--- config.mk ---
export PLATFORM = sky130hd
export DESIGN_NAME = dual_bank_image_crc_validator_top_flat
export DESIGN_NICKNAME = d
export VERILOG_FILES = /design/src/rtl/dbcv_pkg.sv /design/src/rtl/dbcv_if.sv /design/src/rtl/dbcv_in_reg.sv /design/src/rtl/dbcv_core.sv /design/src/rtl/dual_bank_image_crc_validator_top.sv /design/src/flat_wrapper.sv
export SDC_FILE = /design/constraint.sdc
export NUM_CORES = 1
export LEC_CHECK = 0
export ABC_AREA = 0
export BUFFER_PORTS_ARGS = -buffer_cell sky130_fd_sc_hd__buf_2
export CORE_ASPECT_RATIO = 1.1
export CORE_MARGIN = 10
export CORE_UTILIZATION = 25
export CTS_CLUSTER_DIAMETER = 30
export DETAILED_ROUTE_END_ITERATION = 10
export GPL_TIMING_DRIVEN = 0
export PLACE_DENSITY_LB_ADDON = 0.2
export SYNTH_ARGS = -nofsm -noshare
export SYNTH_HDL_FRONTEND = slang
export SYNTH_SLANG_ARGS = --single-unit
export TNS_END_PERCENT = 5
--- constraint.sdc ---
create_clock -name clk_i -period 4.6 [get_ports clk_i]
set_clock_uncertainty 0.05 [all_clocks]
set_input_delay 0.69 -clock clk_i [delete_from_list [all_inputs] [get_ports clk_i]]
set_output_delay 0.69 -clock clk_i [all_outputs]
set_load 0.05 [all_outputs]
--- src/rtl/dbcv_pkg.sv ---
// ----------------------------------------------------------------------------
// dbcv_pkg
// shared types, constants and the crc-16 byte update of the image validator
// ----------------------------------------------------------------------------
package dbcv_pkg;

  // image geometry
  localparam int unsigned ImageBytes = 1024;
  localparam int unsigned BodyBytes  = ImageBytes - 4;
  localparam int unsigned CntW       = $clog2(ImageBytes + 1);
  localparam int unsigned NumBanks   = 2;

  // crc-16/modbus
  localparam logic [15:0] CrcInit = 16'hFFFF;
  localparam logic [15:0] CrcPoly = 16'hA001;

  typedef enum logic [0:0] {
    OpByte    = 1'b0,
    OpRestart = 1'b1
  } op_e;

  typedef enum logic [1:0] {
    SelNone = 2'd0,
    SelA    = 2'd1,
    SelB    = 2'd2
  } sel_e;

  typedef struct packed {
    op_e        operation;
    logic       bank;
    logic [7:0] data_byte;
  } in_item_t;

  typedef struct packed {
    logic        bank_done;
    logic        bank_valid;
    logic [15:0] crc_value;
    logic [1:0]  selected_bank;
    logic        restore_ok;
  } out_item_t;

  // reflected crc update over one byte, lsb first
  function automatic logic [15:0] crc16_byte(logic [15:0] crc, logic [7:0] b);
    logic [15:0] c;
    c = crc ^ {8'h00, b};
    for (int k = 0; k < 8; k++) begin
      if (c[0]) begin
        c = (c >> 1) ^ CrcPoly;
      end else begin
        c = c >> 1;
      end
    end
    return c;
  endfunction

endpackage

--- src/rtl/dbcv_if.sv ---
// ----------------------------------------------------------------------------
// dbcv stream interfaces
// valid/ready channels for input bytes and for result transactions
// ----------------------------------------------------------------------------
interface dbcv_in_if;
  logic       valid;
  logic       ready;
  logic       operation;
  logic       bank;
  logic [7:0] data_byte;

  modport source (output valid, output operation, output bank, output data_byte,
                  input ready);
  modport sink   (input valid, input operation, input bank, input data_byte,
                  output ready);
endinterface

interface dbcv_out_if;
  logic        valid;
  logic        ready;
  logic        bank_done;
  logic        bank_valid;
  logic [15:0] crc_value;
  logic [1:0]  selected_bank;
  logic        restore_ok;

  modport source (output valid, output bank_done, output bank_valid,
                  output crc_value, output selected_bank, output restore_ok,
                  input ready);
  modport sink   (input valid, input bank_done, input bank_valid,
                  input crc_value, input selected_bank, input restore_ok,
                  output ready);
endinterface

--- src/rtl/dbcv_in_reg.sv ---
// ----------------------------------------------------------------------------
// dbcv_in_reg
// input register stage: holds one transaction ahead of the check core
// ----------------------------------------------------------------------------
module dbcv_in_reg (
  input  logic               clk_i,
  input  logic               rst_ni,
  input  logic               in_valid_i,
  output logic               in_ready_o,
  input  dbcv_pkg::in_item_t in_item_i,
  output logic               stg_valid_o,
  input  logic               stg_ready_i,
  output dbcv_pkg::in_item_t stg_item_o
);

  logic               valid_q, valid_d;
  dbcv_pkg::in_item_t item_q;

  // take a new transaction when empty or when the held one moves on
  assign in_ready_o = !valid_q || stg_ready_i;
  assign valid_d    = in_ready_o ? in_valid_i : valid_q;

  always_ff @(posedge clk_i or negedge rst_ni) begin
    if (!rst_ni) begin
      valid_q <= 1'b0;
    end else begin
      valid_q <= valid_d;
    end
  end

  // payload register
  always_ff @(posedge clk_i) begin
    if (in_ready_o && in_valid_i) begin
      item_q <= in_item_i;
    end
  end

  assign stg_valid_o = valid_q;
  assign stg_item_o  = item_q;

endmodule

--- src/rtl/dbcv_core.sv ---
// ----------------------------------------------------------------------------
// dbcv_core
// per-bank crc, trailer word and completion state, bank choice, result register
// ----------------------------------------------------------------------------
module dbcv_core (
  input  logic                clk_i,
  input  logic                rst_ni,
  input  logic                cfg_we_i,
  input  logic [1:0]          cfg_wdata_i,
  input  logic                stg_valid_i,
  output logic                stg_ready_o,
  input  dbcv_pkg::in_item_t  stg_item_i,
  output logic                out_valid_o,
  input  logic                out_ready_i,
  output dbcv_pkg::out_item_t out_item_o
);

  logic [15:0]               crc_q  [dbcv_pkg::NumBanks];
  logic [15:0]               crc_d  [dbcv_pkg::NumBanks];
  logic [dbcv_pkg::CntW-1:0] cnt_q  [dbcv_pkg::NumBanks];
  logic [dbcv_pkg::CntW-1:0] cnt_d  [dbcv_pkg::NumBanks];
  logic [31:0]               word_q [dbcv_pkg::NumBanks];
  logic [31:0]               word_d [dbcv_pkg::NumBanks];
  logic [dbcv_pkg::NumBanks-1:0] cmp_q, cmp_d;
  logic [dbcv_pkg::NumBanks-1:0] ok_q, ok_d;
  logic [1:0]                pref_q;

  logic                      fire;
  logic                      bsel;
  logic [dbcv_pkg::CntW-1:0] cnt_cur;
  logic [dbcv_pkg::CntW-1:0] cnt_inc;
  logic [1:0]                pos;
  logic [15:0]               crc_upd;
  logic [31:0]               shifted;
  logic                      done;
  logic                      valid;
  logic [15:0]               crc_res;
  dbcv_pkg::sel_e            sel;

  logic                      out_valid_q;
  dbcv_pkg::out_item_t       out_item_q, out_item_d;

  assign stg_ready_o = !out_valid_q || out_ready_i;
  assign fire        = stg_valid_i && stg_ready_o;

  // datapath terms for the addressed bank
  assign bsel    = stg_item_i.bank;
  assign cnt_cur = cnt_q[bsel];
  assign cnt_inc = cnt_cur + 1'b1;
  assign pos     = cnt_cur[1:0] - 2'(dbcv_pkg::BodyBytes);
  assign crc_upd = dbcv_pkg::crc16_byte(crc_q[bsel], stg_item_i.data_byte);
  assign shifted = {24'h000000, stg_item_i.data_byte} << {pos, 3'b000};

  // next state of the bank set
  always_comb begin
    crc_d   = crc_q;
    cnt_d   = cnt_q;
    word_d  = word_q;
    cmp_d   = cmp_q;
    ok_d    = ok_q;
    done    = 1'b0;
    valid   = 1'b0;
    crc_res = dbcv_pkg::CrcInit;
    unique case (stg_item_i.operation)
      dbcv_pkg::OpRestart: begin
        for (int i = 0; i < dbcv_pkg::NumBanks; i++) begin
          crc_d[i]  = dbcv_pkg::CrcInit;
          cnt_d[i]  = '0;
          word_d[i] = '0;
        end
        cmp_d   = '0;
        ok_d    = '0;
        crc_res = dbcv_pkg::CrcInit;
      end
      dbcv_pkg::OpByte: begin
        // bytes past the end of a completed bank leave it untouched
        if (!cmp_q[bsel]) begin
          if (cnt_cur < dbcv_pkg::CntW'(dbcv_pkg::BodyBytes)) begin
            crc_d[bsel] = crc_upd;
          end else begin
            word_d[bsel] = word_q[bsel] | shifted;
          end
          cnt_d[bsel] = cnt_inc;
          if (cnt_inc >= dbcv_pkg::CntW'(dbcv_pkg::ImageBytes)) begin
            cmp_d[bsel] = 1'b1;
            ok_d[bsel]  = (word_d[bsel] == {16'h0000, crc_d[bsel]});
            done        = 1'b1;
            valid       = ok_d[bsel];
          end
        end
        crc_res = crc_d[bsel];
      end
      default: begin
        crc_res = dbcv_pkg::CrcInit;
      end
    endcase
  end

  // bank choice: preferred if good, else a, else b
  always_comb begin
    priority if (pref_q == dbcv_pkg::SelA && ok_d[0]) begin
      sel = dbcv_pkg::SelA;
    end else if (pref_q == dbcv_pkg::SelB && ok_d[1]) begin
      sel = dbcv_pkg::SelB;
    end else if (ok_d[0]) begin
      sel = dbcv_pkg::SelA;
    end else if (ok_d[1]) begin
      sel = dbcv_pkg::SelB;
    end else begin
      sel = dbcv_pkg::SelNone;
    end
  end

  always_comb begin
    out_item_d.bank_done     = done;
    out_item_d.bank_valid    = valid;
    out_item_d.crc_value     = crc_res;
    out_item_d.selected_bank = sel;
    out_item_d.restore_ok    = (sel != dbcv_pkg::SelNone);
  end

  // bank state and preference register
  always_ff @(posedge clk_i or negedge rst_ni) begin
    if (!rst_ni) begin
      for (int i = 0; i < dbcv_pkg::NumBanks; i++) begin
        crc_q[i]  <= dbcv_pkg::CrcInit;
        cnt_q[i]  <= '0;
        word_q[i] <= '0;
      end
      cmp_q  <= '0;
      ok_q   <= '0;
      pref_q <= dbcv_pkg::SelNone;
    end else begin
      if (fire) begin
        crc_q  <= crc_d;
        cnt_q  <= cnt_d;
        word_q <= word_d;
        cmp_q  <= cmp_d;
        ok_q   <= ok_d;
      end
      if (cfg_we_i) begin
        pref_q <= cfg_wdata_i;
      end
    end
  end

  // result register
  always_ff @(posedge clk_i or negedge rst_ni) begin
    if (!rst_ni) begin
      out_valid_q <= 1'b0;
    end else if (stg_ready_o) begin
      out_valid_q <= stg_valid_i;
    end
  end

  always_ff @(posedge clk_i) begin
    if (fire) begin
      out_item_q <= out_item_d;
    end
  end

  assign out_valid_o = out_valid_q;
  assign out_item_o  = out_item_q;

endmodule

--- src/rtl/dual_bank_image_crc_validator_top.sv ---
// an accepted transaction passes the input register, then the result register
// throughput: one byte per cycle while results are taken, set by the unrolled eight-bit crc update
// the input register and the result register both move while the sink takes results
// reset: asynchronous, clears both banks and the preferred bank at once
// no clearing pass: the block takes bytes in the first cycle after reset
// ----------------------------------------------------------------------------
// dual_bank_image_crc_validator_top
// crc-16/modbus check of two image banks with preferred-bank selection
// ----------------------------------------------------------------------------
module dual_bank_image_crc_validator_top (
  input  logic       clk_i,
  input  logic       rst_ni,
  dbcv_in_if.sink    in_i,
  dbcv_out_if.source out_o,
  input  logic       cfg_we_i,
  input  logic [1:0] cfg_wdata_i
);

  dbcv_pkg::in_item_t  in_item;
  dbcv_pkg::in_item_t  stg_item;
  dbcv_pkg::out_item_t out_item;
  logic                stg_valid;
  logic                stg_ready;

  // pack the input transaction
  assign in_item.operation = dbcv_pkg::op_e'(in_i.operation);
  assign in_item.bank      = in_i.bank;
  assign in_item.data_byte = in_i.data_byte;

  dbcv_in_reg u_in_reg (
    .clk_i       (clk_i),
    .rst_ni      (rst_ni),
    .in_valid_i  (in_i.valid),
    .in_ready_o  (in_i.ready),
    .in_item_i   (in_item),
    .stg_valid_o (stg_valid),
    .stg_ready_i (stg_ready),
    .stg_item_o  (stg_item)
  );

  dbcv_core u_core (
    .clk_i       (clk_i),
    .rst_ni      (rst_ni),
    .cfg_we_i    (cfg_we_i),
    .cfg_wdata_i (cfg_wdata_i),
    .stg_valid_i (stg_valid),
    .stg_ready_o (stg_ready),
    .stg_item_i  (stg_item),
    .out_valid_o (out_o.valid),
    .out_ready_i (out_o.ready),
    .out_item_o  (out_item)
  );

  // unpack the result transaction
  assign out_o.bank_done     = out_item.bank_done;
  assign out_o.bank_valid    = out_item.bank_valid;
  assign out_o.crc_value     = out_item.crc_value;
  assign out_o.selected_bank = out_item.selected_bank;
  assign out_o.restore_ok    = out_item.restore_ok;

endmodule

--- src/flat_wrapper.sv ---
// flat-port wrapper written by rule: the top's interface ports become plain ports
module dual_bank_image_crc_validator_top_flat 
  (clk_i, rst_ni, cfg_we_i, cfg_wdata_i, in_i_valid, in_i_operation, in_i_bank, in_i_data_byte, in_i_ready, out_o_valid, out_o_bank_done, out_o_bank_valid, out_o_crc_value, out_o_selected_bank, out_o_restore_ok, out_o_ready);
  dbcv_in_if in_i_i ();
  dbcv_out_if out_o_i ();
  input  logic clk_i;
  input  logic rst_ni;
  input  logic cfg_we_i;
  input  logic [1:0] cfg_wdata_i;
  input wire logic [$bits(in_i_i.valid)-1:0] in_i_valid;
  input wire logic [$bits(in_i_i.operation)-1:0] in_i_operation;
  input wire logic [$bits(in_i_i.bank)-1:0] in_i_bank;
  input wire logic [$bits(in_i_i.data_byte)-1:0] in_i_data_byte;
  output wire logic [$bits(in_i_i.ready)-1:0] in_i_ready;
  output wire logic [$bits(out_o_i.valid)-1:0] out_o_valid;
  output wire logic [$bits(out_o_i.bank_done)-1:0] out_o_bank_done;
  output wire logic [$bits(out_o_i.bank_valid)-1:0] out_o_bank_valid;
  output wire logic [$bits(out_o_i.crc_value)-1:0] out_o_crc_value;
  output wire logic [$bits(out_o_i.selected_bank)-1:0] out_o_selected_bank;
  output wire logic [$bits(out_o_i.restore_ok)-1:0] out_o_restore_ok;
  input wire logic [$bits(out_o_i.ready)-1:0] out_o_ready;
  assign in_i_i.valid = in_i_valid;
  assign in_i_i.operation = in_i_operation;
  assign in_i_i.bank = in_i_bank;
  assign in_i_i.data_byte = in_i_data_byte;
  assign in_i_ready = in_i_i.ready;
  assign out_o_valid = out_o_i.valid;
  assign out_o_bank_done = out_o_i.bank_done;
  assign out_o_bank_valid = out_o_i.bank_valid;
  assign out_o_crc_value = out_o_i.crc_value;
  assign out_o_selected_bank = out_o_i.selected_bank;
  assign out_o_restore_ok = out_o_i.restore_ok;
  assign out_o_i.ready = out_o_ready;
  dual_bank_image_crc_validator_top u_core (.clk_i(clk_i), .rst_ni(rst_ni), .in_i(in_i_i), .out_o(out_o_i), .cfg_we_i(cfg_we_i), .cfg_wdata_i(cfg_wdata_i));
endmodule
Word level (Yosys, flattened, before mapping)
Index checks and enable logic that the tools add are counted.
{"block": "word_totals", "ff_bits": 157, "in_bits": 17}
{"block": "classes", "add_sub_neg": 1, "magnitude_cmp": 6, "eq_ne": 5, "n_shift": 1, "muxes": 66, "n_bitwise": 14, "reduce_logical": 15}
{"operator": "$mux 32", "n": 11}
{"operator": "$mux 16", "n": 18}
{"operator": "$mux 64", "n": 4}
{"operator": "$pmux 64 s2", "n": 1}
{"operator": "$bwmux 64", "n": 1}
{"operator": "$pmux 32 s2", "n": 1}
{"operator": "$mux 11", "n": 4}
{"operator": "$pmux 22 s2", "n": 1}
{"operator": "$bwmux 32", "n": 1}
{"operator": "$demux 32 s1", "n": 1}
{"operator": "$eq 32x16->1", "n": 1}
{"operator": "$or 32x32->32", "n": 1}
{"operator": "$pmux 16 s2", "n": 1}
{"operator": "$shl 8x5->32", "n": 1}
{"operator": "$not 2->3", "n": 8}
{"operator": "$bwmux 22", "n": 1}
{"operator": "$mux 22", "n": 1}
{"operator": "$demux 16 s1", "n": 1}
{"operator": "$mux 2", "n": 8}
{"operator": "$xor 16x8->16", "n": 1}
{"operator": "$add 11x1->11 const B", "n": 1}
{"operator": "$demux 11 s1", "n": 1}
{"operator": "$ge 11x11->1 const B", "n": 1}
{"operator": "$lt 11x10->1 const B", "n": 1}
{"operator": "22 further kinds", "n": 37}

Depth between registers and ports, before layout
Gate-level depths: netlist (run 1).
{"block": "depth", "word_depth": 38, "ltp_mapped": 16}

Modules after synthesis
A second synthesis (run 1) with hierarchy kept.
{"block": "hier_totals", "cells_unflattened": 932, "hier_area_um2": 8583.2}
{"module": "dbcv_core", "n_inst": 1, "cells_each": 918, "area_per_inst_um2": 8229.1}
{"module": "dbcv_in_reg", "n_inst": 1, "cells_each": 14, "area_per_inst_um2": 354.1}

Worst setup path after synthesis (run 1)
Ideal clock, no wire load.
{"block": "synth_timing", "kind": "reg2reg", "from": "register u_core.u_in_reg.item_q (netlist bit u_core.u_in_reg.stg_item_o[8])", "to": "register u_core.u_core.out_item_q (netlist bit u_core.u_core.out_item_o[2]), data pin", "setup_ps": 270, "t_arrival_ps": 3145, "path_slack_ps": 1135, "stages_incl_launch_ff": 16, "path_buffers": 4, "period_less_slack_ps": 3465, "cell_sequence": "edfxtp_1 -> buf_6 -> buf_4 -> nand4b_1 -> a222oi_1 -> buf_2 -> or2_1 -> clkbuf_1 -> o21ai_0 -> xor2_1 -> nand4_1 -> o41ai_1 -> and4_1 -> nand4_4 -> o41ai_2 -> a211oi_2"}
{"element": "start: declaration", "line": "dbcv_in_reg.sv:17", "text": "dbcv_pkg::in_item_t item_q;"}
{"element": "start signal: assignment", "line": "dbcv_in_reg.sv:34", "text": "item_q <= in_item_i;"}
{"element": "end signal: assignment", "line": "dbcv_core.sv:158", "text": "out_item_q <= out_item_d;"}
{"element": "end: declaration", "line": "dbcv_core.sv:41", "text": "dbcv_pkg::out_item_t out_item_q, out_item_d;"}

==> results of run 1 <==
[final cells by class]
cell class | count | area share [%]
sequential | 157 | 40.79
multi-input combinational | 674 | 42.32
tap | 438 | 5.420
timing repair buffer | 40 | 2.265
inverter | 8 | 0.3341
buffer | 70 | 2.896
clock buffer | 19 | 4.381
clock inverter | 12 | 1.596
[stage by stage]
| stage | area (um2) | TNS, ns | setup WS (ns) | utilization, % |
|---|---|---|---|---|
| finish | 10110 | 0 | 0.2837 | 29.49 |
| global route | 10110 | 0 | 0.007721 | 29.49 |
| CTS | 10100 | 0 | 0.1009 | 29.45 |
| detailed placement | 9487 | -0.05684 | -0.05684 | 27.67 |
| global placement | 9452 | -0.02027 | -0.02027 | 27.56 |
| floorplan | 8708 | 0 | 1.135 | - |
[power breakdown]
group	leakage, uW	switching [uW]	internal [uW]
Sequential	0.00191	235	1660
Combinational	0.00182	1210	759
Clock	0.000295	638	874
[worst max-delay path: cells and delay by family (launching register included)]
family,cells,cell delay (ns)
compound gates,4,1.30
simple gates,5,0.97
buf+inv,4,0.89
flops,1,0.38
mux,1,0.28
xor+xnor,1,0.15
[layer usage]
metal	GRT usage [%]	vias to the layer above	wire length (um)
li1	-	3418	-
met1	19.62	3619	14260
met2	22.85	182	14140
met3	2.599	31	1454
met4	4.796	0	533
met5	0	-	0
[cells in the final DEF, fill, tap and decap left out, drive strengths merged, types with 5 or more instances in the layout]
master | Yosys | layout
a22o | 18 | 18
nand2b | 6 | 6
o21ai | 49 | 49
a211o | 6 | 6
a31oi | 23 | 23
xnor2 | 34 | 34
xor2 | 20 | 20
buf | 12 | 52
or2 | 14 | 14
clkinv | 2 | 5
edfxtp | 31 | 31
a21oi | 121 | 121
nor2 | 115 | 115
a211oi | 15 | 15
and3 | 8 | 8
clkbuf | 59 | 77
and2 | 17 | 17
nor4 | 11 | 11
dfrtp | 94 | 94
nand2 | 58 | 58
inv | 6 | 10
nand3 | 11 | 11
o22a | 38 | 38
mux2i | 34 | 34
nor3 | 10 | 10
dfstp | 32 | 32
a32o | 7 | 7
nand4 | 10 | 10
nor2b | 9 | 9
[sequential cells by signal (all words and copies together) (netlist names)]
signal	count
u_core.u_in_reg.stg_item_o	10
u_core.u_core.crc_q	32
u_core.u_core.pref_q	2
u_core.u_in_reg.stg_valid_o	1
u_core.u_core.out_item_o	21
u_core.u_core.cmp_q	2
u_core.u_core.word_q	64
u_core.u_core.cnt_q	22
u_core.u_core.ok_q	2
u_core.u_core.out_valid_o	1
[kinds of logic (layout without fill, tap and decap cells)]
kind of cell,Yosys count,count (layout)
AO/OA/AOI/OAI,301,301
XOR/XNOR,57,57
adder cells (fa/ha/maj),1,1
buffers and inverters,79,149
flip-flops,157,157
multiplexers,38,38
AND/OR/NAND/NOR,277,277
[timing repair]
item	4_1_cts	5_1_grt
setup endpoints to repair	1	5
setup buffers	0	0
gates resized for setup	1	5
[path summary, 6_finish.rpt]
path	end	depth (start not counted)
setup / recovery	u_core.u_core.out_item_o[2]	15
hold / removal	u_core.u_core.cnt_q[18]	1
setup reg to reg	u_core.u_core.out_item_o[2]	15
hold reg to reg	u_core.u_core.word_q[9]	2
max in group asynchronous	u_core.u_core.crc_q[21]	2
min in group clk_i	u_core.u_in_reg.stg_item_o[1]	1
==> results.cfg, run 1 <==
[run_status]
status = finished clean

[timing]
slew_viol_final = 0
max_slew_margin_pct = 33.44
setup_viol = 0
finalCriticalPeriod_ns = 4.316
worst_slew_pin_slew_ns = 0.9908
fmax_mhz = 231.7
worst_hold_slack_ns = 0.1486
grt_setup_unrepaired = false
finalCritPeriodShare_pct = 93.83
hold_viol_final = 0

[global_routing]
globalRoute.totalOverflow = 0
antenna_found_initial = 0
gr-usage-all-layers_pct = 14.52
grt_pass1_vias = 7275
grt_max_degree = 81
grt_pass1_wl_mm = 47.33

[final_layout]
drive_gt1_share_pct = 15.31
layoutNonFillerInstCount = 1418
syn2layout_area_growth_pct = 16.11
antenna_cells = 0
regArea_um2 = 4124
nets = 986
n_fill_cell = 3629
multiInputGateArea_um2 = 4279

[floorplanning]
fp.dieArea_um2 = 42710
die_h_um = 215.7
coreArea_um2 = 34290
rows = 71
die_x_um = 198.0
io_pins = 40
initial_core_util_pct = 25.40

[critical_path]
worstReg2RegStart = u_core.u_in_reg.stg_item_o[8]
setup.reg_to_reg.worst_slack_ns = 0.28
crit_path_start_kind = register
cp-end-kind = register
path_class = register to register
critPathRequiredTime_ns = 4.71
crit_path_max_fanout = 10
critical_path.startpoint = u_core.u_in_reg.stg_item_o[8]
max_stage_delay_ns = 0.47
crit_arrival_ns = 4.43
critical_path.cell_chain = buf_6, buf_4, nand4b_1, a222oi_1, buf_2, nor2_1, buf_2, mux2i_2, xnor2_1, nand4_1, o41ai_2, and4_1, nand4_4, o41ai_2, a211oi_2
crit_slowest_cell = o41ai_2

[clock_network]
cts_root_buffer = clkbuf_16
hold_buffers = 0
clock_path_buffers = 2
cts_htree_levels = 4
cts_tree = done
clkTransAtPathRegs_ns = 0.07
clock-sinks = 157
worstSkewPairLatency_ns = 0.44
numCtsBuffers = 17

[routing]
vias = 7250
vias_per_cell = 5.113
drtAntennaViolNets = 0
drc_errors = 0
drtPass1Iterations = 6
routedWlPerCell_um = 21.43
drt_iter0_markers = 571
routed_wl_mm = 30.39

[yosys]
synthSimpleGateAreaFrac_pct = 14.97
synth_warnings = 0
synth-xor-area-share_pct = 6.997
netlist_instances = 910
synth_top_cell_area_share_pct = 27.01
synth.distinct_cells = 71
synth_edf_count = 31
syn_area_um2 = 8708
yosysMostFrequentCell = a21oi_1
syn_nets = 928
synth_compound_area_share_pct = 22.34
synth_common_cells = a21oi_1 (121), nor2_1 (114), dfrtp_1 (94), clkbuf_1 (59), nand2_1 (58)
synth_top_area_cell = dfrtp_1
synth.area.mux_share_pct = 4.468
ys_seq_elements = 157
ys.flop_type = dfrtp_1
synth_top_family_by_area = compound AO/OA/AOI/OAI gates
synth.area.top_cells = dfrtp_1 (27%), edfxtp_1 (11%), dfstp_2 (9.7%), a21oi_1 (7.0%), nor2_1 (4.9%)
seq_area_frac_synth_pct = 47.36
async_flop_share_pct = 80.25
syn_area_per_cell_um2 = 9.570
yosys.area_share.adder_pct = 0.1437

[placed_design]
portBuffers = 39
dp.cells = 1388
gp_congestion = 0.8606
dpl.hpwl_mm = 22.17

[flow_run]
maxCapViolations = 0

[power_and_ir_drop]
power.density_nw_per_um2 = 531.7
fin_total_pwr_uw = 5376
p_leak_uw = 0.004025
vdd_drop_max_uv = 283.0

[hold_path]
hold_path.class = primary input to asynchronous set/reset pin
(Power assumes the default switching activity.)
==> inputs of run 2 (changes only) <==
--- a/config.mk
+++ b/config.mk
@@ -6,7 +6,9 @@
 export NUM_CORES = 1
 export LEC_CHECK = 0
 export ABC_AREA = 0
-export BUFFER_PORTS_ARGS = -buffer_cell sky130_fd_sc_hd__buf_2
+export BUFFER_PORTS_ARGS = -buffer_cell sky130_fd_sc_hd__buf_4
+export CELL_PAD_IN_SITES_DETAIL_PLACEMENT = 0
+export CELL_PAD_IN_SITES_GLOBAL_PLACEMENT = 1
 export CORE_ASPECT_RATIO = 1.1
 export CORE_MARGIN = 10
 export CORE_UTILIZATION = 25
==> run 2 against run 1 <==
Net effect:
- via count increased by 0.91%
- clock power is 4% lower
- hold slack barely moved
- total power down 0.54%
==> results.cfg, run 2 (synthesized netlist as in run 1, its figures left out) <==
[final_layout]
syn2layout_area_growth_pct = 16.94
multiInputGateArea_um2 = 4279
largest_reg_flops = 64
final_common_cell = a21oi_1
drive_gt1_share_pct = 15.29
final_cell_mix = a21oi_1 (121), nor2_1 (114), dfrtp_1 (94)
nets = 986
regMostFlops = u_core.u_core.word_q
antenna_cells = 0
largest_registers = u_core.u_core.word_q (64), u_core.u_core.crc_q (32), u_core.u_core.cnt_q (22)
regArea_um2 = 4124
n_fill_cell = 3681

[global_routing]
grt_pass1_vias = 7386
grt_pass1_wl_mm = 48.82
antenna_found_initial = 1
grt_max_degree = 72
gr-usage-all-layers_pct = 15.17
globalRoute.totalOverflow = 0

[critical_path]
critPathRequiredTime_ns = 4.71
cp-end-kind = register
critical_path.cell_chain = buf_6, buf_4, mux2i_1, clkbuf_1, and2_1, clkbuf_1, a21oi_1, xor2_1, o41ai_2, nand4_4, o41ai_2, a211oi_2
crit_slowest_cell = o41ai_2
crit_path_max_fanout = 10
path_class = register to register
crit_arrival_ns = 4.43
reg2reg_depth = 12
max_stage_delay_ns = 0.54
crit_path_start_kind = register

[timing]
hold_viol_final = 0
grt_setup_unrepaired = true
fin_setup_tns_ns = 0
slew_viol_final = 0
max_slew_margin_pct = 37.14
finalCriticalPeriod_ns = 4.315
finalCritPeriodShare_pct = 93.80
worst_slack_ns = 0.2850
fmax_mhz = 231.7
setup_viol = 0
worst_slew_pin_slew_ns = 0.9356

[power_and_ir_drop]
clkPwrFrac_pct = 27.1
p_leak_uw = 0.004073
vdd_drop_max_uv = 288.6
power.density_nw_per_um2 = 525.0
combPwrFrac_pct = 37.3
switching_share_pct = 40.41
sequentialPowerShare_pct = 35.6
p_switching_uw = 2160
p_int_uw = 3186

[floorplanning]
fp.dieArea_um2 = 42710
io_pins = 40
die_x_um = 198.0
rows = 71
initial_core_util_pct = 25.40
die_h_um = 215.7
coreArea_um2 = 34290

[clock_network]
worstSkewPairLatency_ns = 0.45
clock_path_buffers = 2
clock-sinks = 157
clkTransAtPathRegs_ns = 0.07
numCtsBuffers = 17
hold_buffers = 0
postCtsResizedCells = 1
cts_htree_levels = 4
cts_tree = done
post_cts_buffers = 0
cts_root_buffer = clkbuf_16

[routing]
vias = 7316
drt_iter0_markers = 553
vias_per_cell = 5.156
drtPass1Iterations = 5
drc_errors = 0
routed_wl_mm = 31.93
drtAntennaViolNets = 0
routedWlPerCell_um = 22.50

[hold_path]
hold_path.class = primary input to asynchronous set/reset pin

[placed_design]
gp_congestion = 0.8424
dp_slack_ns = -0.1124
dpl.hpwl_mm = 23.19
portBuffers = 39

[flow_run]
maxCapViolations = 0

[run_status]
status = finished clean
==> run 2: cell count changes in the layout (fill, tap and decap cells not counted), moves of 3 or more <==
cell / previous run / this run
buf_2: 45 / 6
buf_4: 3 / 41
inv_6: 3 / 8
inv_8: 0 / 4
bufinv_16: 3 / 0
clkinv_4: 3 / 0
==> run 2: cell type report <==
type	count	area share, %
flip-flops and latches	157	40.50
multi-input cells	674	42.02
inverters	8	0.3317
well taps	438	5.382
clock buffers	18	4.423
plain buffers	70	2.900
clock inverters	14	1.266
repair buffers	40	3.182
==> run 2: power by group through the flow <==
stage	logic (uW)	registers (uW)	clock network, uW
final	1990	1900	1450
after global routing	2170	1930	1560
after CTS	1990	1900	1500
after detailed placement	1990	1920	0
after global placement	1980	1920	0
after floorplan	1380	1910	0
==> run 2: path summary, 6_finish.rpt <==
kind,endpoint,startpoint,slack (ns)
max,u_core.u_core.out_item_o[2],u_core.u_in_reg.stg_item_o[8],0.28
min,u_core.u_in_reg.stg_valid_o,rst_ni,0.15
max reg2reg,u_core.u_core.out_item_o[2],u_core.u_in_reg.stg_item_o[8],0.28
min reg2reg,u_core.u_core.word_q[63],u_core.u_core.word_q[63],0.44
max in group asynchronous,u_core.u_core.crc_q[19],rst_ni,3.53
min in group clk_i,u_core.u_in_reg.stg_item_o[3],in_i_data_byte[3],0.36
==> run 2: metal layers <==
metal	share of wire, %	track usage (%)
met1	47	20.55
met2	47	23.98
met3	4.1	2.319
met4	2.4	5.309
met5	0	0
==> run 2: stage by stage <==
| stage | hold WS (ns) | area, um2 | total power (uW) | util [%] | std cells |
|---|---|---|---|---|---|
| 3_3_place_gp | 0.4237 | 9549 | 3901 | 27.85 | 1387 |
| 2_1_floorplan | 0.3444 | 8708 | 3285 | - | 910 |
| 3_5_place_dp | 0.4273 | 9582 | 3909 | 27.94 | 1388 |
| 5_1_grt | 0.2047 | 10180 | 5658 | 29.70 | 1419 |
| 4_1_cts | 0.1964 | 10170 | 5390 | 29.65 | 1420 |
| 6_report | 0.1488 | 10180 | 5347 | 29.70 | 1419 |
==> run 2: critical path: cells and delay by family (launching register included) <==
family | cells | cell delay (ns)
AO/OA/AOI/OAI | 4 | 1.13
AND/OR/NAND/NOR | 2 | 0.49
buffers and inverters | 4 | 1.32
XOR/XNOR | 1 | 0.20
multiplexers | 1 | 0.49
flip-flops | 1 | 0.34
